--- src/hw/rtl/spd_pkg.sv ---
package spd_pkg;

  localparam int MAX_POINTS = 64;
  localparam int COORD_BITS = 16;
  localparam int KEY_BITS   = 2 * COORD_BITS + 2;
  localparam int IDX_BITS   = $clog2(MAX_POINTS);
  localparam int CNT_BITS   = $clog2(MAX_POINTS + 3);

  typedef struct packed {
    logic signed [COORD_BITS-1:0] x_coord;
    logic signed [COORD_BITS-1:0] y_coord;
    logic                         last_point;
  } pt_in_t;

  typedef struct packed {
    logic signed [COORD_BITS-1:0] sorted_x;
    logic signed [COORD_BITS-1:0] sorted_y;
    logic                         end_of_list;
    logic                         truncated;
  } pt_out_t;

  typedef struct packed {
    logic signed [COORD_BITS-1:0] x;
    logic signed [COORD_BITS-1:0] y;
    logic [KEY_BITS-1:0]          key;
  } cell_data_t;

  typedef struct packed {
    logic load;
    logic shift;
    logic sort;
    logic phase;
  } cell_ctl_t;

  typedef enum logic [3:0] {
    ST_LOAD = 4'b0001,
    ST_KEY  = 4'b0010,
    ST_SORT = 4'b0100,
    ST_OUT  = 4'b1000
  } state_t;

endpackage

--- src/hw/rtl/spd_cell.sv ---
module spd_cell (
  input  logic               clk,
  input  spd_pkg::cell_ctl_t ctl_i,
  input  logic               ld_en_i,
  input  spd_pkg::pt_in_t    ld_pt_i,
  input  logic               odd_i,
  input  logic               occ_self_i,
  input  logic               occ_right_i,
  input  spd_pkg::cell_data_t left_i,
  input  spd_pkg::cell_data_t right_i,
  output spd_pkg::cell_data_t dat_o
);

  spd_pkg::cell_data_t dat_r, dat_nxt;
  logic is_left;
  logic swap_l;
  logic swap_r;

  // strict compare keeps equal keys in arrival order
  assign is_left = (odd_i == ctl_i.phase);
  assign swap_l  = occ_right_i && (dat_r.key > right_i.key);
  assign swap_r  = occ_self_i && (left_i.key > dat_r.key);

  always_comb begin
    dat_nxt = dat_r;
    priority if (ctl_i.load && ld_en_i) begin
      dat_nxt.x = ld_pt_i.x_coord;
      dat_nxt.y = ld_pt_i.y_coord;
    end else if (ctl_i.shift) begin
      dat_nxt = right_i;
    end else if (ctl_i.sort) begin
      if (is_left && swap_l) begin
        dat_nxt = right_i;
      end else if (!is_left && swap_r) begin
        dat_nxt = left_i;
      end
    end else begin
      dat_nxt = dat_r;
    end
  end

  always_ff @(posedge clk) begin
    dat_r <= dat_nxt;
  end

  assign dat_o = dat_r;

endmodule

--- config.mk ---
export PLATFORM = sky130hd
export DESIGN_NAME = spd_cell
export DESIGN_NICKNAME = d
export VERILOG_FILES = /design/src/hw/rtl/spd_pkg.sv /design/src/hw/rtl/spd_cell.sv
export SDC_FILE = /design/constraint.sdc
export NUM_CORES = 1
export LEC_CHECK = 0
export BUFFER_PORTS_ARGS = -buffer_cell sky130_fd_sc_hd__clkbuf_2
export CORE_UTILIZATION = 40
export DETAILED_ROUTE_END_ITERATION = 16
export GPL_TIMING_DRIVEN = 0
export PLACE_DENSITY = 0.71
export REMOVE_ABC_BUFFERS = 1
export SETUP_SLACK_MARGIN = 0.02
export SYNTH_ARGS = -nofsm -noshare
export SYNTH_HDL_FRONTEND = slang
export SYNTH_SLANG_ARGS = --single-unit
export TNS_END_PERCENT = 30
--- constraint.sdc ---
create_clock -name clk -period 12.7 [get_ports clk]
set_clock_uncertainty 0.05 [all_clocks]
set_input_delay 0.635 -clock clk [delete_from_list [all_inputs] [get_ports clk]]
set_output_delay 0.635 -clock clk [all_outputs]
set_load 0.05 [all_outputs]
# Yosys cells after proc, flatten, opt, wreduce, memory -nomap -nowiden
# Index checks and enable logic that the tools add are counted.
# W data, S select, Z words.
[totals]
reg_bits = 66
output_inout_bits = 66
[classes]
n_lt_le_gt_ge = 2
n_eq_ne = 1
mux = 5
bitwise = 1
reduce_logical = 12
[op_table]
columns = ["cell", "count"]
rows = [
  ["$mux W66", 4],
  ["$gt A34 B34 Y1", 2],
  ["$mux W32", 1],
  ["$reduce_bool A3 Y1", 2],
  ["$logic_and A1 B1 Y1", 5],
  ["$reduce_bool A4 Y1", 1],
  ["$reduce_and A3 Y1", 1],
  ["$reduce_and A2 Y1", 1],
  ["$reduce_bool A2 Y1", 1],
  ["$eq A1 B1 Y1", 1],
  ["$logic_not A1 Y1", 1],
  ["$not A1 Y1", 1],
]

# Longest topological paths before layout
[logic_depth]
depth_word = 8
mapped_depth = 11
depth_no_buf = 9

# Worst setup path before layout
# Ideal clock, no wire load.
[synth_timing]
path_kind = "register to register"
start = "register dat_r (netlist bit dat_o[25])"
end = "register dat_r (netlist bit dat_o[0]), enable pin"
setup_time_ps = 437
t_arrival_ps = 3978
required_ps = 12213
slack_ps = 8236
stages_incl_launch_ff = 9
path_buffers = 1
period_less_slack_ps = 4464
cell_sequence = "edfxtp_1 -> ha_1 -> nand4_1 -> or4_4 -> o221ai_4 -> o31a_4 -> buf_12 -> a32oi_1 -> a21oi_1"
[synth_via]
elab_chain_cells = 5
[synth_rtl]
columns = ["element", "line", "rtl"]
rows = [
  ["from (decl)", "spd_cell.sv:14", "spd_pkg::cell_data_t dat_r, dat_nxt;"],
  ["from (signal assigned)", "spd_cell.sv:43", "dat_r <= dat_nxt;"],
  ["$gt A34 B34 Y1, on equally long branches", "spd_cell.sv:21, spd_cell.sv:22", ""],
  ["$logic_and A1 B1 Y1, on equally long branches", "spd_cell.sv:21, spd_cell.sv:22", ""],
  ["$logic_and A1 B1 Y1, on equally long branches", "spd_cell.sv:32, spd_cell.sv:34", ""],
  ["$reduce_bool A3 Y1 (no source line) *", "--", ""],
  ["$reduce_and A3 Y1 (no source line) *", "--", ""],
]
# Every way passes the cells marked *; elsewhere a longest branch is shown, timed or not.
# A chain may end at the register's enable or synchronous reset.

# Final worst setup path
[layout_timing]
start = "register dat_r (netlist bit dat_o[25])"
end = "register dat_r (netlist bit dat_o[47]), enable pin"
[layout_via]
elab_chain_cells = 5
[layout_rtl]
columns = ["element", "line"]
rows = [
  ["$gt A34 B34 Y1, on equally long branches", "spd_cell.sv:21, spd_cell.sv:22"],
  ["$logic_and A1 B1 Y1, on equally long branches", "spd_cell.sv:21, spd_cell.sv:22"],
  ["$logic_and A1 B1 Y1, on equally long branches", "spd_cell.sv:32, spd_cell.sv:34"],
  ["$reduce_bool A4 Y1 (no source line) *", "--"],
  ["$reduce_and A2 Y1 (no source line) *", "--"],
]
# Marks and branches as above.

==> impl_metrics.csv <==
group,metric,value,unit
clock_network,ctsLongestPathBuffers,2,
floorplan,start_util,40.9,%
yosys,synth_flop_cell,"edfxtp_1",
yosys,ys_warn_count,0,
yosys,yosys-top-cells-count,"nand2_1, inv_1, ha_1, edfxtp_1, nor2_1",
yosys,syn_inst,536,
global_routing,first_global_vias,4576,
finish,largest_reg_flops,66,
status,status,"finished, final reports clean",
setup_path,cp_max_fo,35,
clock_network,postCtsHoldBufs,0,
finish,fill_cells,1098,
clock_network,clk_latency,340,ps
yosys,yosysUniqueCellTypes,47,
setup_path,r2r-start,"dat_o[25]",
placement,numPlacedInstances,906,
finish,fin_nets,1012,
finish,final_cells,922,
setup_path,cp.required,12420,ps
clock_network,post-cts-setup-buffers,0,
placement,gp_congestion,0.867,
yosys,netlist.area_leader.share,40.4,%
sta,drv_slew,0,
sta,min_period,4230,ps
floorplan,fp.coreArea,12000,um2
drt,drtAntennaViolNets,0,
yosys,async_flop_share,0,%
global_routing,grt_first_pass_wirelength,21.7,mm
global_routing,grt_max_degree,65,
placement,place.port_buffers,238,
finish,drive_above_1_share,37.8,%
global_routing,grt.overflow.total,0,
floorplan,die_y,113,um
setup_path,worstRegToRegCells,8,
sta,fin_crit_sh,33.3,%
global_routing,grt_use_total,21.7,%
clock_network,cts_buffers,9,
floorplan,die_area,12700,um2
drt,drc_errors,0,
clock_network,clk_pin_slew,60,ps
sta,slew_headroom,10.3,%
drt,drt-total-wl,13.7,mm
drt,post_drt_wl_per_cell,14.8,um
drt,route.vias.total,4664,
clock_network,cts_tree,"built",
power,power_density,133,nW/um2
sta,rsz0062_at_grt,"no",
finish,synthToLayoutAreaGrowth,34.1,%
global_routing,antenna_found_initial,0,
yosys,synth-edff-count,66,
setup_path,endpoint_kind,"flip-flop",
sta,setup_viol,0,
sta,fin_hold_ws,548,ps
setup_path,start_kind,"flip-flop",
min_path,min-delay-path-class,"input pin to flip-flop",
yosys,ys_seq_elements,66,
clock_network,root_buffer,"clkbuf_16",
min_path,worst_hold_path.num_cells,3,
yosys,synth.yosys.seq_area_share,40.4,%
setup_path,critical_path_class,"flip-flop to flip-flop",
drt,viasPerCell,5.06,
clock_network,cts-resized-gates,0,
sta,finalHoldViolations,0,
yosys,netlist_area,4910,um2
min_path,hold_start,"left_i[11]",
setup_path,crit_start,"dat_o[25]",
floorplan,io_pins,240,
yosys,synth_area_leaders,"edfxtp_1, ha_1, nand2_1",
yosys,avgSynthCellArea,9.16,um2
sta,timing.setup.tns,0,ps
finish,utilization,54.8,%
floorplan,die_w,113,um
yosys,yosysTopAreaCell,"edfxtp_1",
sta,worst_pin_slew,1340,ps
power,p_leak,3.36,nW
finish,n_antenna_cell,0,
floorplan,placementRows,40,
setup_path,crit_arrival,3950,ps
placement,place_hpwl,11.2,mm
flow_run,cap_violations,0,
yosys,synth.most_common_cell,"nand2_1",
clock_network,cts.htree.levels,3,
sta,clock.fmax,236,MHz
drt,drt_iter0_markers,182,
power,ir_drop,0.0529,mV
clock_network,cts.sinks,66,
drt,first_pass_iters,4,
-- layout by cell type (no fill, tap or decap), types with 7 or more instances in the layout --
cell type,instances
clkbuf_2,238
nand2_1,91
inv_1,74
ha_1,68
edfxtp_1,66
nor2_1,35
a31oi_1,33
o21ai_1,26
a21oi_1,21
nand2_2,21
o21ai_0,16
nand4_1,13
clkbuf_16,9
nand3_1,7
-- where the power goes --
part	total [mW]	switching [mW]	internal [mW]
Combinational	0.320	0.219	0.101
Sequential	0.298	0.0155	0.283
Clock	0.257	0.103	0.154
Total	0.875	0.337	0.537
-- layout make-up --
type / count / area (um2) / share of cell area [%]
clock buffer: 9 / 225 / 3.42
multi-input combinational: 375 / 2510 / 38.2
inverter: 74 / 278 / 4.22
tap: 147 / 184 / 2.79
timing repair buffer: 244 / 1320 / 20.1
sequential: 66 / 1980 / 30.1
clock inverter: 7 / 77.6 / 1.18
-- per-layer routing --
layer / wire (um) / GRT usage (%) / vias up
met5: 0 / 0 / -
met3: 582 / 2.89 / 22
li1: - / - / 2378
met1: 5900 / 26.6 / 2128
met2: 6900 / 38.5 / 136
met4: 301 / 8.62 / 0
-- final timing paths --
kind	to	slack, ps
max reg2reg	dat_o[47]	8470
min reg2reg	dat_o[28]	1070
min	dat_o[11]	550
max	dat_o[47]	8470
-- worst max-delay path: stages (launching register included) --
cell      delay (ps)
edfxtp_1         430
ha_1             340
nand4_1          230
nor4_1           460
nand4_1          200
a31o_1           310
o31a_4           290
a32oi_1          460
nand2_1          890
-- stage by stage --
step                area [um2]  total power [mW]  setup WS, ps
global placement          6130             0.605          6570
detailed placement        6280             0.623          8090
floorplan                 4760             0.517          8050
finish                    6580             0.875          8470
CTS                       6580             0.882          8400
global route              6580             0.916          8200
-- kinds of logic (layout without fill, tap and decap cells) --
group,count (synthesis),count (layout),share of synthesized area [%]
buffers and inverters,95,334,8.74
AND/OR/NAND/NOR,185,185,17.4
AO/OA/AOI/OAI,121,121,16.0
flip-flops,66,66,40.4
XOR/XNOR,1,1,0.178
adder cells (fa/ha/maj),68,68,17.3
Power figures use the tool's default switching activity.
