$ cat src/hw/rtl/spd_pkg.sv
package spd_pkg;

  localparam int MAX_POINTS = 64;
  localparam int COORD_BITS = 16;
  localparam int KEY_BITS   = 2 * COORD_BITS + 2;
  localparam int IDX_BITS   = $clog2(MAX_POINTS);
  localparam int CNT_BITS   = $clog2(MAX_POINTS + 3);

  typedef struct packed {
    logic signed [COORD_BITS-1:0] x_coord;
    logic signed [COORD_BITS-1:0] y_coord;
    logic                         last_point;
  } pt_in_t;

  typedef struct packed {
    logic signed [COORD_BITS-1:0] sorted_x;
    logic signed [COORD_BITS-1:0] sorted_y;
    logic                         end_of_list;
    logic                         truncated;
  } pt_out_t;

  typedef struct packed {
    logic signed [COORD_BITS-1:0] x;
    logic signed [COORD_BITS-1:0] y;
    logic [KEY_BITS-1:0]          key;
  } cell_data_t;

  typedef struct packed {
    logic load;
    logic shift;
    logic sort;
    logic phase;
  } cell_ctl_t;

  typedef enum logic [3:0] {
    ST_LOAD = 4'b0001,
    ST_KEY  = 4'b0010,
    ST_SORT = 4'b0100,
    ST_OUT  = 4'b1000
  } state_t;

endpackage

$ cat src/hw/rtl/spd_key.sv
module spd_key (
  input  logic                                  clk,
  input  logic                                  en_i,
  input  logic signed [spd_pkg::COORD_BITS-1:0] ref_x_i,
  input  logic signed [spd_pkg::COORD_BITS-1:0] ref_y_i,
  input  spd_pkg::cell_data_t                   dat_i,
  output spd_pkg::cell_data_t                   dat_o
);

  localparam int CW = spd_pkg::COORD_BITS;
  localparam int KW = spd_pkg::KEY_BITS;

  logic signed [CW:0] dx, dy;
  logic [CW:0]        dxa, dya;

  logic signed [CW-1:0] s1_x_r, s1_y_r;
  logic [CW-1:0]        s1_ax_r, s1_ay_r;
  logic signed [CW-1:0] s2_x_r, s2_y_r;
  logic [2*CW-1:0]      s2_sqx_r, s2_sqy_r;

  always_comb begin
    dx  = {dat_i.x[CW-1], dat_i.x} - {ref_x_i[CW-1], ref_x_i};
    dy  = {dat_i.y[CW-1], dat_i.y} - {ref_y_i[CW-1], ref_y_i};
    dxa = dx[CW] ? (~dx + 1'b1) : dx;
    dya = dy[CW] ? (~dy + 1'b1) : dy;
  end

  // two slots of the key ring: magnitude, then squares
  always_ff @(posedge clk) begin
    if (en_i) begin
      s1_x_r   <= dat_i.x;
      s1_y_r   <= dat_i.y;
      s1_ax_r  <= dxa[CW-1:0];
      s1_ay_r  <= dya[CW-1:0];
      s2_x_r   <= s1_x_r;
      s2_y_r   <= s1_y_r;
      s2_sqx_r <= s1_ax_r * s1_ax_r;
      s2_sqy_r <= s1_ay_r * s1_ay_r;
    end
  end

  always_comb begin
    dat_o.x   = s2_x_r;
    dat_o.y   = s2_y_r;
    dat_o.key = KW'(s2_sqx_r) + KW'(s2_sqy_r);
  end

endmodule

$ cat config.mk
export PLATFORM = sky130hd
export DESIGN_NAME = spd_key
export DESIGN_NICKNAME = d
export VERILOG_FILES = /design/src/hw/rtl/spd_pkg.sv /design/src/hw/rtl/spd_key.sv
export SDC_FILE = /design/constraint.sdc
export NUM_CORES = 1
export LEC_CHECK = 0
export ABC_AREA = 1
export BUFFER_PORTS_ARGS = -buffer_cell sky130_fd_sc_hd__buf_2
export CAP_MARGIN = 15
export CORE_MARGIN = 3
export CORE_UTILIZATION = 50
export CTS_CLUSTER_SIZE = 16
export DETAILED_ROUTE_END_ITERATION = 6
export PLACE_DENSITY = 0.74
export SYNTH_ARGS = -nofsm -noshare
export SYNTH_HDL_FRONTEND = slang
export SYNTH_SLANG_ARGS = --single-unit
$ cat constraint.sdc
create_clock -name clk -period 13.95 [get_ports clk]
set_input_delay 2.79 -clock clk [delete_from_list [all_inputs] [get_ports clk]]
set_output_delay 2.79 -clock clk [all_outputs]
set_load 0.05 [all_outputs]
# [Word level (Yosys, flattened, before mapping)]
# Index checks and enable logic that the tools add are counted.
[totals] output_inout_bits=66 ram_bits=0 in_bits=100 latch_bits=0 wordCells=19 mem_bits_ro=0 reg_bits=160 memories=0
[classes] bitwise=2 magnitude_cmp=0 n_reduce_logical=0 n_mux=2 div=0 multipliers=2 n_eq_ne=0 shifts=0 add_sub_neg=5
[op_table] operator="$mul A16 B16 Y32" count=2
[op_table] operator="$sub A16 B16 Y17" count=2
[op_table] operator="$add A32 B32 Y33" count=1
[op_table] operator="$add A16 B1 Y16 const B" count=2
[op_table] operator="$mux W16" count=2
[op_table] operator="$not A16 Y16" count=2

# [Depth between registers and ports, before layout]
# Gate-level depths: netlist of run 1.
[logic_depth] word_depth=4 depth_mapped=27 mapped_depth_nobuf=25

# [Worst setup path after synthesis of run 1]
# Ideal clock, no wire load.
[synth_timing] path_type="register -> register" startpoint="register s1_ay_r[9]" endpoint="register s2_sqy_r[30] (data pin)" path_stages_with_launch=24 arrival_time_ns=5.250 setup_slack_ns=8.443 required_ns=13.692 path_cell_list="edfxtp_1 clkbuf_1 nand2_1 inv_1 fa_1 inv_1 fa_1 inv_1 fa_1 inv_1 fa_1 inv_1 fa_1 inv_1 fa_1 inv_1 ha_1 a21o_1 a21boi_0 nand2_1 nand2_1 nand3_1 a21oi_1 xnor2_1"
[synth_via] elab_chain_cells=1
[synth_lines] element="start: declaration" line_no="spd_key.sv:17" rtl="logic [CW-1:0] s1_ax_r, s1_ay_r;"
[synth_lines] element="start signal: assignment" line_no="spd_key.sv:34" rtl="s1_ay_r <= dya[CW-1:0];"
[synth_lines] element="$mul A16 B16 Y32" line_no="spd_key.sv:38" rtl="s2_sqy_r <= s1_ay_r * s1_ay_r;"
[synth_lines] element="end signal: assignment" line_no="spd_key.sv:38"
[synth_lines] element="end: declaration" line_no="spd_key.sv:19" rtl="logic [2*CW-1:0] s2_sqx_r, s2_sqy_r;"
# Every way passes these cells.
# A chain may end at the register's enable or synchronous reset.

# [Final worst setup path of run 1]
[layout_timing] startpoint="register s1_ay_r[3]" endpoint="register s2_sqy_r[30] (data pin)"
# The elaborated chain is that of the path after synthesis.

==> results of run 1 <==
cells by family after synthesis:
| logic type | after synthesis | share of synthesized area [%] |
|---|---|---|
| AO/OA/AOI/OAI | 253 | 5.614 |
| AND/OR/NAND/NOR | 977 | 16.57 |
| other | 1 | 0.01547 |
| buffers and inverters | 836 | 13.02 |
| flip-flops | 158 | 19.57 |
| XOR/XNOR | 125 | 4.515 |
| adder cells (fa/ha/maj) | 593 | 40.69 |
final timing paths:
path	startpoint	slack [ns]	cells after the start	end
worst max register to register	s1_ay_r[3]$_DFFE_PP_	7.79	22	s2_sqy_r[30]$_DFFE_PP_
worst min register to register	s1_y_r[1]$_DFFE_PP_	0.42	0	s2_y_r[1]$_DFFE_PP_
worst min-delay path	s1_y_r[1]$_DFFE_PP_	0.42	0	s2_y_r[1]$_DFFE_PP_
worst max-delay path	s1_ay_r[3]$_DFFE_PP_	7.79	22	s2_sqy_r[30]$_DFFE_PP_
critical path: cells and delay by family (launching register included):
family / cells / cell delay, ns
AOI/OAI and AO/OA: 3 / 0.77
and+or+nand+nor: 4 / 0.56
xor gates and xnor gates: 1 / 0.08
buffers and inverters: 7 / 0.39
DFF: 1 / 0.71
adders and majority gates: 7 / 3.39
flip-flops by register name, summed over array words and instances, names as in the netlist:
name / count
s1_ax_r: 16
s1_ay_r: 16
s1_x_r: 16
s1_y_r: 16
s2_sqx_r: 31
s2_sqy_r: 31
s2_x_r: 16
s2_y_r: 16
cells in the mapped netlist (all sizes together):
| cell type | number | area share, % |
|---|---|---|
| buf | 3 | 0.12 |
| o21a | 5 | 0.15 |
| fa | 326 | 27 |
| nand2 | 680 | 11 |
| a31o | 2 | 0.072 |
| edfxtp | 158 | 20 |
| o21bai | 11 | 0.34 |
| ha | 267 | 14 |
| nand3b | 6 | 0.19 |
| o2111ai | 1 | 0.036 |
| nor4 | 6 | 0.15 |
| o31a | 2 | 0.072 |
| inv | 774 | 12 |
| nand4 | 20 | 0.52 |
| nor2 | 143 | 2.2 |
| and2 | 5 | 0.13 |
| nand3 | 90 | 2.0 |
| xnor2 | 42 | 1.5 |
| a21o | 4 | 0.12 |
| o211ai | 2 | 0.062 |
| a31oi | 7 | 0.18 |
| clkbuf | 59 | 0.91 |
| conb | 1 | 0.015 |
| nor3 | 23 | 0.47 |
| o21ai | 76 | 1.6 |
| xor2 | 83 | 3.0 |
| or2 | 4 | 0.10 |
| a21boi | 2 | 0.062 |
| a21oi | 141 | 2.9 |
per-stage QoR:
stage	hold slack (ns)	area, um2	utilization (%)	cells	setup slack [ns]
CTS	0.4194	26050	54.44	3660	7.784
finish	0.4216	26050	54.44	3660	7.789
floorplan	0.4003	24250	-	2943	8.443
global placement	0.4005	25440	53.16	3628	7.834
global route	0.4267	26050	54.44	3660	7.391
detailed placement	0.4045	25440	53.16	3628	7.808
per-layer routing:
metal / track usage, % / vias up
met5: 0 / -
met2: 35.05 / 399
li1: - / 9116
met4: 3.850 / 0
met3: 3.510 / 30
met1: 28.47 / 8681
area by class of cell:
type                       count  area [um2]
fill                        4511       21800
multi-input combinational   1949       16350
sequential                   158        4745
inverter                     774        2905
tap                          615       769.5
timing repair buffer         132       671.9
clock buffer                  18       429.2
clock inverter                14       180.2
==> out/qor.csv, run 1 <==
stage,metric,value,unit
logic_synthesis,Synth Register Bits,158,
die,boundary pin count,166,
grt,gr usage total,20.73,%
clock_tree,postcts setup bufs,0,
grt,largest net degree at the start of global routing,84,
setup_path,"Req. time, crit path",14.16,ns
timing,"Hold Vio Cnt, Final",0,
clock_tree,total CTS buffers,17,
setup_path,Startpoint Class,register,
grt,initial antenna violation count,1,
final_layout,Diodes inserted,0,
logic_synthesis,Netlist cell types,37,
detailed_routing,DRC viols,0,
timing,endpoints failing setup,0,
timing,Rel. slew slack,35.13,%
die,Die Ht,226.2,um
final_layout,Synth-to-Final Area Change,7.420,%
logic_synthesis,register area share after synthesis,19.57,%
detailed_routing,initial DRC count,1134,
setup_path,critical path class,register to register,
place,gpl congestion,0.8887,
setup_path,Arrival @ worst endpoint,6.37,ns
place,IO Port Bufs,130,
setup_path,worst path cell trace,"nand2_1, inv_1, fa_1, inv_1, fa_1, inv_1, fa_1, inv_1, fa_1, inv_1, fa_1, inv_1, fa_1, inv_1, ha_1, a21o_1, a21boi_0, nand2_1, nand2_1, nand3_1, a21oi_1, xnor2_1",
clock_tree,CTS tree,built,
setup_path,slowest CP cell,edfxtp_1,
detailed_routing,Met1 Wirelength,22580,um
clock_tree,H-Tree Level Count,4,
timing,fin crit share,44.16,%
die,die area,51170,um2
final_layout,most frequent cells in the layout,"773 x inv_1, 665 x nand2_1, 326 x fa_1, 267 x ha_1, 158 x edfxtp_1",
detailed_routing,top sig layer,met4,
final_layout,"leading cell type in the layout, fill and taps excluded",inv_1,
timing,RSZ-0062 raised after global routing,false,
timing,TNS Setup,0,ns
place,Post-DP HPWL,42200,um
clock_tree,clk slew on worst S/H paths,0.06,ns
die,number of core rows,80,
setup_path,CP Capture Type,register,
detailed_routing,drt wl/cell,13.54,um
logic_synthesis,Yosys warning count,0,
timing,Final Critical Period,6.161,ns
grt,grt ovf,0,
setup_path,Most common cell on crit path,inv_1,
timing,clk_skew,0.007079,ns
die,Core Box Area,47850,um2
final_layout,fin nets,3725,
timing,Slew @ Worst Pin,0.9731,ns
detailed_routing,post-route ant nets,0,
timing,Final Max Tran Viols,0,
setup_path,CP max FO,16,
detailed_routing,via count,18226,
outcome,status,completed,
clock_tree,Clock Tree Buf Depth,2,
timing,Max Clk Rate,162.3,MHz
detailed_routing,Routed WL,49550,um
clock_tree,"Hold-fix buffers, CTS",0,
run,max cap viols,0,
clock_tree,clock tree root driver cell,clkbuf_16,
detailed_routing,vias per inst,4.980,
detailed_routing,DR pass1 iterations,5,
logic_synthesis,Mapped Cells,2943,
grt,first-pass GRT wire length,86530,um
clock_tree,Clock Sinks,158,
die,Starting Density,50.68,%
die,die width,226.2,um
clock_tree,Skew-Pair Late Insertion Delay,0.46,ns
logic_synthesis,Mapped Nets,3636,
clock_tree,post-cts resize count,0,
detailed_routing,Detail Route met3 WL,2900,um
final_layout,share of post-route cells with drive strength above 1,6.470,%
logic_synthesis,syn avg cell area,8.239,um2
logic_synthesis,mapped cell area,24250,um2
grt,number of global-route vias before repair,18696,
min_path,HP Class,register to register,
setup_path,max incr delay on CP,0.71,ns
detailed_routing,Met2 Wirelength,23560,um
Power of run 1 is not shown: default switching activity piles up to over one toggle a cycle in this logic, so the estimate is an artifact.
==> run 2, diff against run 1 <==
PLACE_DENSITY = 0.77   (was 0.74)
clock period = 5.35 ns   (was 13.95 ns; I/O delays follow)
==> out/qor.csv, run 2 (synthesis gave the netlist of run 1 again) <==
stage,metric,value,unit
outcome,status,finished with violations,
outcome,failing checks,setup timing,
clock_tree,Skew-Pair Late Insertion Delay,0.45,ns
setup_path,max incr delay on CP,0.54,ns
die,die width,226.2,um
detailed_routing,post-route ant nets,0,
grt,first-pass GRT wire length,94070,um
timing,RSZ-0062 raised after global routing,true,
detailed_routing,drt wl/cell,14.60,um
detailed_routing,DRC viols,0,
detailed_routing,initial DRC count,1330,
clock_tree,Clock Sinks,158,
final_layout,most frequent cells in the layout,"721 x inv_1, 604 x nand2_1, 311 x fa_1, 238 x ha_1, 232 x buf_4",
final_layout,"leading cell type in the layout, fill and taps excluded",inv_1,
detailed_routing,DR pass1 iterations,7,
final_layout,top flop regs,"s2_sqx_r x31, s2_sqy_r x31",
place,Post-DP HPWL,45050,um
timing,fin crit share,103.8,%
timing,"Worst Setup Slack, final",-0.2011,ns
clock_tree,total CTS buffers,17,
die,die area,51170,um2
timing,clk_skew,0.01107,ns
detailed_routing,vias per inst,5.083,
setup_path,critical path class,register to register,
grt,initial antenna violation count,0,
clock_tree,H-Tree Level Count,4,
detailed_routing,Routed WL,57520,um
setup_path,Arrival @ worst endpoint,5.83,ns
timing,Max Clk Rate,180.1,MHz
clock_tree,clock tree root driver cell,clkbuf_16,
final_layout,final cell count without fillers,3941,
die,number of core rows,80,
setup_path,Worst Path Buf+Inv,8,
grt,largest net degree at the start of global routing,101,
detailed_routing,via count,20034,
timing,Slew @ Worst Pin,0.9472,ns
setup_path,worst path cell trace,"buf_6, buf_6, nand2_4, inv_2, fa_1, inv_2, fa_1, inv_2, fa_2, fa_2, fa_1, inv_2, fa_1, inv_2, ha_4, nand2_4, nor2_4, inv_2, nor3_4, nand3_2, nand3_4, nand2_1, nand2_1, xor2_1",
clock_tree,"Hold-fix buffers, CTS",0,
die,boundary pin count,166,
final_layout,Synth-to-Final Area Change,21.99,%
setup_path,CP Capture Type,register,
die,Core Box Area,47850,um2
timing,Final Critical Period,5.551,ns
run,max cap viols,0,
grt,grt ovf,0,
die,Die Ht,226.2,um
setup_path,CP max FO,5,
die,Starting Density,50.68,%
setup_path,Startpoint Class,register,
clock_tree,clk slew on worst S/H paths,0.07,ns
setup_path,Most common cell on crit path,inv_2,
place,IO Port Bufs,130,
timing,"Hold Vio Cnt, Final",0,
timing,endpoints failing setup,30,
setup_path,"Req. time, crit path",5.63,ns
grt,gr usage total,22.52,%
clock_tree,CTS tree,built,
clock_tree,Clock Tree Buf Depth,2,
place,Placed Instances,3835,
final_layout,share of post-route cells with drive strength above 1,22.32,%
setup_path,Crit path max-delay family,adder cells,
timing,Final Max Tran Viols,0,
grt,number of global-route vias before repair,20200,
setup_path,slowest CP cell,fa_1,
timing,Rel. slew slack,36.86,%
final_layout,fin nets,4005,
min_path,HP Class,register to register,
place,gpl congestion,0.9168,
## run 2: repair_timing
action | 4_1_cts | 5_1_grt
endpoints found under the hold margin | 0 | 0
buffers inserted | 46 | 34
gates resized for setup | 164 | 223
setup endpoints to repair | 37 | 41
pin swaps | 101 | 98
## run 2: path summary, 6_finish.rpt
check,slack [ns],depth (start not counted),endpoint,startpoint
max reg2reg,-0.20,24,s2_sqx_r[29]$_DFFE_PP_,s1_ax_r[2]$_DFFE_PP_
min reg2reg,0.42,0,s2_x_r[2]$_DFFE_PP_,s1_x_r[2]$_DFFE_PP_
max,-0.20,24,s2_sqx_r[29]$_DFFE_PP_,s1_ax_r[2]$_DFFE_PP_
min,0.42,0,s2_x_r[2]$_DFFE_PP_,s1_x_r[2]$_DFFE_PP_
## run 2: metal layers
layer | vias up | track usage [%] | wire, um
met5 | - | 0 | 0
met4 | 0 | 4.156 | 705
met3 | 66 | 4.147 | 4003
met2 | 593 | 38.32 | 28520
met1 | 9687 | 30.51 | 24300
li1 | 9688 | - | -
## run 2: stage by stage
step	worst slack [ns]	utilization [%]	TNS [ns]	instance area, um2	hold slack (ns)
floorplan	-0.02110	-	-0.02110	24320	0.4003
global placement	-0.2443	56.47	-4.515	27020	0.4014
detailed placement	-0.3457	56.47	-6.881	27020	0.4045
CTS	-0.1131	59.71	-1.048	28570	0.4198
global route	-0.3854	61.81	-8.391	29580	0.4256
finish	-0.2011	61.82	-2.574	29580	0.4180
## run 2: final cells by class
class                   count  area [um2]
well taps                 615       769.5
repair buffers            412        2974
clock inverters            14       126.4
fillers                  3901       18270
flip-flops and latches    158        4745
multi-input cells        1949       17620
clock buffers              18       429.2
inverters                 774        2910
diodes                      1       2.502
Power of run 2 is left out for the same reason.
